[config.mk]
export PLATFORM = sky130hd
export DESIGN_NAME = astm_frame_receiver
export DESIGN_NICKNAME = d
export VERILOG_FILES = /design/src/rtl/afr_pkg.sv /design/src/rtl/afr_core.sv /design/src/rtl/astm_frame_receiver.sv
export SDC_FILE = /design/constraint.sdc
export NUM_CORES = 1
export LEC_CHECK = 0
export BUFFER_PORTS_ARGS = -buffer_cell sky130_fd_sc_hd__clkbuf_2
export CORE_UTILIZATION = 60
export CTS_BUF_LIST = sky130_fd_sc_hd__clkbuf_16
export CTS_CLUSTER_DIAMETER = 100
export DETAILED_ROUTE_END_ITERATION = 6
export PLACE_DENSITY = 0.81
export SLEW_MARGIN = 10
export SYNTH_ARGS = -nofsm -noshare
export SYNTH_HDL_FRONTEND = slang
export SYNTH_HIERARCHICAL = 1
export SYNTH_SLANG_ARGS = --single-unit
[constraint.sdc]
create_clock -name aclk -period 9.6 [get_ports aclk]
set_input_delay 1.44 -clock aclk [delete_from_list [all_inputs] [get_ports aclk]]
set_output_delay 1.44 -clock aclk [all_outputs]
set_load 0.02 [all_outputs]
[src/rtl/afr_pkg.sv]
// Shared types, character codes and helpers for the frame receiver.
package afr_pkg;

    // Framing and control characters on the link.
    localparam logic [7:0] CH_STX = 8'h02;
    localparam logic [7:0] CH_ETX = 8'h03;
    localparam logic [7:0] CH_EOT = 8'h04;
    localparam logic [7:0] CH_ENQ = 8'h05;
    localparam logic [7:0] CH_ACK = 8'h06;
    localparam logic [7:0] CH_LF  = 8'h0A;
    localparam logic [7:0] CH_NAK = 8'h15;
    localparam logic [7:0] CH_ETB = 8'h17;

    // Event codes reported for each byte.
    typedef enum logic [2:0] {
        EV_NONE     = 3'd0,
        EV_ENQ      = 3'd1,
        EV_ACK      = 3'd2,
        EV_NAK      = 3'd3,
        EV_EOT      = 3'd4,
        EV_FRAME_OK = 3'd5,
        EV_CSUM_BAD = 3'd6,
        EV_NO_STX   = 3'd7
    } event_t;

    // Which end marker currently governs the checksum.
    typedef enum logic [1:0] {
        MK_NONE = 2'd0,
        MK_ETB  = 2'd1,
        MK_ETX  = 2'd2
    } marker_t;

    // One result transaction.
    typedef struct packed {
        event_t     event_res;
        logic [7:0] frame_sum;
        logic [7:0] check_high;
        logic [7:0] check_low;
    } result_t;

    // Uppercase ASCII hex digit for one nibble.
    function automatic logic [7:0] hex_char(input logic [3:0] nib);
        logic [7:0] code;
        if (nib < 4'd10) begin
            code = 8'h30 + {4'd0, nib};
        end else begin
            code = 8'h37 + {4'd0, nib};
        end
        return code;
    endfunction

endpackage

[src/rtl/afr_core.sv]
// Frame state tracking, modulo-256 summing and checksum comparison.
module afr_core
    import afr_pkg::*;
(
    input  logic       aclk,
    input  logic       aresetn,
    input  logic       step,
    input  logic [7:0] rx_byte,
    output result_t    result
);

    logic       in_frame_reg,    in_frame_next;
    logic       started_ok_reg,  started_ok_next;
    logic       end_phase_reg,   end_phase_next;
    logic [7:0] running_sum_reg, running_sum_next;
    logic [7:0] latched_sum_reg, latched_sum_next;
    marker_t    marker_reg,      marker_next;
    logic [1:0] cap_count_reg,   cap_count_next;
    logic [7:0] cap0_reg,        cap0_next;
    logic [7:0] cap1_reg,        cap1_next;
    logic       frame_ends;
    logic       csum_match;

    // Next state and the result for the byte presented this cycle.
    always_comb begin
        in_frame_next    = in_frame_reg;
        started_ok_next  = started_ok_reg;
        end_phase_next   = end_phase_reg;
        running_sum_next = running_sum_reg;
        latched_sum_next = latched_sum_reg;
        marker_next      = marker_reg;
        cap_count_next   = cap_count_reg;
        cap0_next        = cap0_reg;
        cap1_next        = cap1_reg;
        frame_ends       = 1'b0;
        csum_match       = 1'b0;
        result           = '{event_res: EV_NONE, frame_sum: 8'd0,
                             check_high: 8'd0, check_low: 8'd0};

        if (!in_frame_reg) begin
            unique case (rx_byte)
                CH_ENQ: begin
                    result.event_res = EV_ENQ;
                end
                CH_ACK: begin
                    result.event_res = EV_ACK;
                end
                CH_NAK: begin
                    result.event_res = EV_NAK;
                end
                CH_EOT: begin
                    result.event_res = EV_EOT;
                end
                default: begin
                    // Any other byte opens a frame.
                    in_frame_next    = 1'b1;
                    started_ok_next  = (rx_byte == CH_STX);
                    end_phase_next   = 1'b0;
                    running_sum_next = 8'd0;
                    latched_sum_next = 8'd0;
                    marker_next      = MK_NONE;
                    cap_count_next   = 2'd2;
                    cap0_next        = 8'd0;
                    cap1_next        = 8'd0;
                    if (rx_byte == CH_ETX) begin
                        end_phase_next = 1'b1;
                        marker_next    = MK_ETX;
                        cap_count_next = 2'd0;
                    end else if (rx_byte == CH_ETB) begin
                        end_phase_next = 1'b1;
                        marker_next    = MK_ETB;
                        cap_count_next = 2'd0;
                    end
                end
            endcase
        end else begin
            // Capture the characters that follow the governing marker.
            if (cap_count_reg < 2'd2) begin
                if (cap_count_reg[0]) begin
                    cap1_next = rx_byte;
                end else begin
                    cap0_next = rx_byte;
                end
                cap_count_next = cap_count_reg + 2'd1;
            end
            running_sum_next = running_sum_reg + rx_byte;

            // Marker handling; ETX restarts the capture, ETB only while no ETX has come.
            if (rx_byte == CH_STX) begin
                end_phase_next = 1'b0;
            end else if (rx_byte == CH_ETX) begin
                end_phase_next   = 1'b1;
                marker_next      = MK_ETX;
                latched_sum_next = running_sum_next;
                cap_count_next   = 2'd0;
                cap0_next        = 8'd0;
                cap1_next        = 8'd0;
            end else if (rx_byte == CH_ETB) begin
                end_phase_next = 1'b1;
                if (marker_reg != MK_ETX) begin
                    marker_next      = MK_ETB;
                    latched_sum_next = running_sum_next;
                    cap_count_next   = 2'd0;
                    cap0_next        = 8'd0;
                    cap1_next        = 8'd0;
                end
            end else if (rx_byte == CH_LF && end_phase_reg) begin
                frame_ends = 1'b1;
            end

            // Frame end: verify the checksum and return to idle.
            if (frame_ends) begin
                csum_match = (cap0_next == hex_char(latched_sum_reg[7:4])) &&
                             (cap1_next == hex_char(latched_sum_reg[3:0]));
                if (!started_ok_reg) begin
                    result.event_res = EV_NO_STX;
                end else begin
                    result.event_res  = csum_match ? EV_FRAME_OK : EV_CSUM_BAD;
                    result.frame_sum  = latched_sum_reg;
                    result.check_high = cap0_next;
                    result.check_low  = cap1_next;
                end
                in_frame_next    = 1'b0;
                started_ok_next  = 1'b0;
                end_phase_next   = 1'b0;
                running_sum_next = 8'd0;
                marker_next      = MK_NONE;
                cap_count_next   = 2'd0;
            end
        end
    end

    // State registers advance once per processed byte.
    always_ff @(posedge aclk) begin
        if (!aresetn) begin
            in_frame_reg    <= 1'b0;
            started_ok_reg  <= 1'b0;
            end_phase_reg   <= 1'b0;
            running_sum_reg <= 8'd0;
            latched_sum_reg <= 8'd0;
            marker_reg      <= MK_NONE;
            cap_count_reg   <= 2'd0;
            cap0_reg        <= 8'd0;
            cap1_reg        <= 8'd0;
        end else if (step) begin
            in_frame_reg    <= in_frame_next;
            started_ok_reg  <= started_ok_next;
            end_phase_reg   <= end_phase_next;
            running_sum_reg <= running_sum_next;
            latched_sum_reg <= latched_sum_next;
            marker_reg      <= marker_next;
            cap_count_reg   <= cap_count_next;
            cap0_reg        <= cap0_next;
            cap1_reg        <= cap1_next;
        end
    end

endmodule

[src/rtl/astm_frame_receiver.sv]
// Top level of the frame receiver: input register, frame core and result register.
// An accepted byte waits in the input register; its result is registered for m_*.
// Throughput: one byte per cycle while m_ready does not stall the output.
// The input register accepts a new transaction while a result waits on the output.
// Reset (aresetn, synchronous, active low) empties both registers and returns the
// frame state to idle with a zero sum and no marker.
module astm_frame_receiver
    import afr_pkg::*;
(
    input  logic       aclk,
    input  logic       aresetn,
    input  logic       s_valid,
    output logic       s_ready,
    input  logic [7:0] s_rx_byte,
    output logic       m_valid,
    input  logic       m_ready,
    output logic [2:0] m_event_res,
    output logic [7:0] m_frame_sum,
    output logic [7:0] m_check_high,
    output logic [7:0] m_check_low
);

    logic       in_valid_reg;
    logic [7:0] in_byte_reg;
    logic       out_valid_reg;
    result_t    out_result_reg;
    result_t    core_result;
    logic       advance;

    // The held byte moves into the result register when that register can load.
    assign advance = in_valid_reg && (!out_valid_reg || m_ready);
    assign s_ready = !in_valid_reg || advance;

    afr_core u_core (
        .aclk    (aclk),
        .aresetn (aresetn),
        .step    (advance),
        .rx_byte (in_byte_reg),
        .result  (core_result)
    );

    // Valid flags of the two registers.
    always_ff @(posedge aclk) begin
        if (!aresetn) begin
            in_valid_reg  <= 1'b0;
            out_valid_reg <= 1'b0;
        end else begin
            if (s_ready) begin
                in_valid_reg <= s_valid;
            end
            if (!out_valid_reg || m_ready) begin
                out_valid_reg <= in_valid_reg;
            end
        end
    end

    // Payload registers.
    always_ff @(posedge aclk) begin
        if (s_valid && s_ready) begin
            in_byte_reg <= s_rx_byte;
        end
        if (advance) begin
            out_result_reg <= core_result;
        end
    end

    assign m_valid      = out_valid_reg;
    assign m_event_res  = out_result_reg.event_res;
    assign m_frame_sum  = out_result_reg.frame_sum;
    assign m_check_high = out_result_reg.check_high;
    assign m_check_low  = out_result_reg.check_low;

endmodule

==> run_results.csv <==
group,metric,value,unit
run_status,status,"finished with violations",
clock_network,cts_buffer_depth,2,
power_and_ir_drop,switching_share,0.2344,
sta,fmax,283.0,MHz
placement,io_buffers,40,
yosys,postSynthCellCount,438,
die,dieHeight,84.31,um
routing,firstDrtPassIters,7,
worst_setup_path,crit_path_end_kind,"flop",
power_and_ir_drop,peakVddDrop,0.09881,mV
final_layout,multi_input_area,1977,um2
placement,gp_congestion,0.9962,
routing,wirelength,9475,um
clock_network,path_clk_slew,0.06,ns
yosys,synthesis.area,4065,um2
final_layout,syn2layout_area_growth,11.48,%
power_and_ir_drop,p_per_area,172.2,nW/um2
die,io_pins,41,
die,core-area,6459,um2
clock_network,cts_root_buffer,"clkbuf_16",
clock_network,cts_setup_buffers,0,
routing,drt-initial-drc-count,429,
clock_network,cts_tree,"built",
clock_network,hold_buffers,0,
power_and_ir_drop,p_comb_frac,0.089,
worst_setup_path,cp.required,9.67,ns
sta,finalCritPeriodShare,0.3681,
sta,drv_slew,0,
final_layout,final_common_cell,"nor2_1",
global_route,grt_pass1_wl,15180,um
power_and_ir_drop,clockPowerShare,0.447,
worst_setup_path,slowest_delay,0.88,ns
yosys,synth_fp_nets,461,
clock_network,post_cts_resized,0,
worst_setup_path,r2r-end,"m_event_res[1]",
sta,skew,0.007641,ns
worst_hold_path,holdPathEnd,"u_core/cap0_reg[5]",
routing,vias_per_cell,6.311,
sta,fin_tns_setup,0,ns
final_layout,nets,488,
routing,drc_errors,7,
run,max-cap-violations,0,
sta,setup_violations,0,
worst_setup_path,rr_worst_depth,8,
yosys,synth-edff-count,35,
yosys,synth-seq-cells,76,
global_route,grt_usage,0.2795,
routing,wl_per_cell,17.32,um
sta,relSlewSlack,0.2937,
die,die_w,84.31,um
placement,dp_hpwl,6488,um
die,die-area,7108,um2
clock_network,clk_latency,0.33,ns
final_layout,final_cell_mix,"nor2_1, a21oi_1, dfxtp_1, clkbuf_2, nand2_1",
worst_setup_path,path_max_fanout,14,
global_route,grt.overflow.total,0,
power_and_ir_drop,netSwitchingPower,0.1829,mW
clock_network,cts_inserted_buffers,9,
yosys,synth_ff_type,"dfxtp_1",
yosys,syn_avg_cell_area,9.281,um2
clock_network,htree_levels,3,
sta,tightest_slew,1.057,ns
final_layout,regArea,1872,um2
yosys,synth-async-reset-ratio,0,
global_route,grt_pass1_vias,3028,
placement,place_inst,531,
routing,vias,3452,
routing,ant_nets,0,
worst_setup_path,crit_path_start_kind,"flop",
worst_setup_path,r2r_start,"u_core/cap_count_reg[0]",
worst_setup_path,crit_type,"reg2reg",
global_route,grt_max_degree,36,
power_and_ir_drop,p_leak,1.707,nW
sta,fin_crit,3.534,ns
yosys,synth.distinct_cells,66,
yosys,yosysSeqAreaShare,0.4604,
die,std_cell_rows,29,
sta,hold_violations,0,
global_route,antenna_found_initial,0,
yosys,ys_warn_count,6,
worst_hold_path,hold-path-cell-count,2,
sta,rsz0062_at_grt,"false",
run_status,violations,"DRC",
final_layout,fillCellCount,522,
power_and_ir_drop,p_seq_frac,0.464,
worst_hold_path,min_path_type,"reg2reg",
power_and_ir_drop,intPower,0.5975,mW
worst_setup_path,path_cells,"nor2b_1 > mux2i_1 > xor2_1 > nand3_1 > a211o_1 > or4_4 > nor4b_1 > o22ai_1",
final_layout,layout.cells.non_filler,547,
worst_hold_path,hp-start,"u_core/cap0_reg[5]",
clock_network,cts.sinks,76,
worst_setup_path,startpoint,"u_core/cap_count_reg[0]",
final_layout,diodes,0,
worst_setup_path,cp.arrival,3.61,ns
worst_setup_path,r2r_setup_slack,6.07,ns
worst_setup_path,slowest_stage,"nor2b_1",
die,start_util,0.6294,
final_layout,drive_above_1_share,0.1468,
synthesized netlist by cell type, types with 2 or more instances:
cell	instances	area share
a32oi_1	3	0.0065
nand3b_1	3	0.0055
and3_1	2	0.0031
a211o_1	2	0.0043
a21o_1	2	0.0037
a22oi_1	12	0.022
o21a_1	2	0.0037
mux2i_1	11	0.027
nand3_1	15	0.018
nor2b_1	15	0.023
o211ai_1	5	0.0092
and2_1	7	0.011
a211oi_1	2	0.0037
dfxtp_1	41	0.20
buf_2	2	0.0025
buf_6	5	0.014
mux2_2	2	0.0055
buf_4	2	0.0037
nor4_1	2	0.0031
clkbuf_1	14	0.013
xnor2_1	8	0.017
o22ai_1	2	0.0031
nand2b_1	4	0.0062
o32ai_1	3	0.0065
o21ai_0	22	0.027
a21oi_1	44	0.054
inv_1	17	0.016
nor2_1	47	0.043
ha_1	10	0.031
nand4_1	4	0.0062
nor3_1	17	0.021
edfxtp_1	35	0.26
xor2_1	4	0.0086
nand2_1	40	0.037
kinds of logic after synthesis:
logic type               after synthesis  synth area share
AO/OA/AOI/OAI                        112            0.1724
XOR/XNOR                              12           0.02585
adder cells (fa/ha/maj)               11           0.03570
buffers and inverters                 43           0.05478
flip-flops                            76            0.4605
multiplexers                          14           0.03909
AND/OR/NAND/NOR                      170            0.2118
final cells by class:
type                       count  share of cell area
multi-input combinational    319              0.4362
sequential                    76              0.4130
clock buffer                   9             0.04970
timing repair buffer          42             0.04749
tap                           77             0.02126
clock inverter                 7             0.01822
inverter                      17             0.01408
worst max path at each step:
stage / end / slack [ns] / cells past startpoint
2_1_floorplan: u_core/cap0_reg[4] / 5.39 / 7
3_3_place_gp: m_event_res[1] / 6.30 / 7
3_5_place_dp: m_event_res[1] / 6.13 / 8
4_1_cts: m_event_res[1] / 6.11 / 8
5_1_grt: m_event_res[1] / 5.80 / 8
6_report: m_event_res[1] / 6.07 / 8
critical path, delay by kind of cell, from the launching register on:
kind	cells	cell delay [ns]
muxes	1	0.42
and+or+nand+nor	4	1.76
DFF	1	0.49
xor gates and xnor gates	1	0.19
AOI/OAI and AO/OA	2	0.40
metrics by stage:
| step | utilization | hold WS, ns | setup slack, ns | cell area, um2 | power (mW) |
|---|---|---|---|---|---|
| 2_1_floorplan | - | 0.4295 | 5.385 | 4065 | 0.4180 |
| 3_3_place_gp | 0.6540 | 0.4370 | 6.300 | 4224 | 0.4348 |
| 3_5_place_dp | 0.6540 | 0.4433 | 6.132 | 4224 | 0.4368 |
| 4_1_cts | 0.7017 | 0.4517 | 6.109 | 4532 | 0.7823 |
| 5_1_grt | 0.7017 | 0.4796 | 5.800 | 4532 | 0.8050 |
| 6_report | 0.7017 | 0.4515 | 6.066 | 4532 | 0.7804 |
routing by layer:
| layer | GRT usage | up-vias | share of wire |
|---|---|---|---|
| li1 | - | 1634 | - |
| met1 | 0.3662 | 1610 | 0.42 |
| met2 | 0.4426 | 182 | 0.47 |
| met3 | 0.04621 | 26 | 0.082 |
| met4 | 0.1583 | 0 | 0.027 |
| met5 | 0 | - | 0 |
power by group through the flow:
stage / sequential [mW] / clock, mW / combinational [mW]
finish: 0.362 / 0.349 / 0.0697
detailed placement: 0.368 / 0 / 0.0686
global placement: 0.368 / 0 / 0.0671
floorplan: 0.368 / 0 / 0.0503
global route: 0.363 / 0.366 / 0.0758
CTS: 0.361 / 0.352 / 0.0691
No activity file was read; power rests on OpenSTA's default activity.
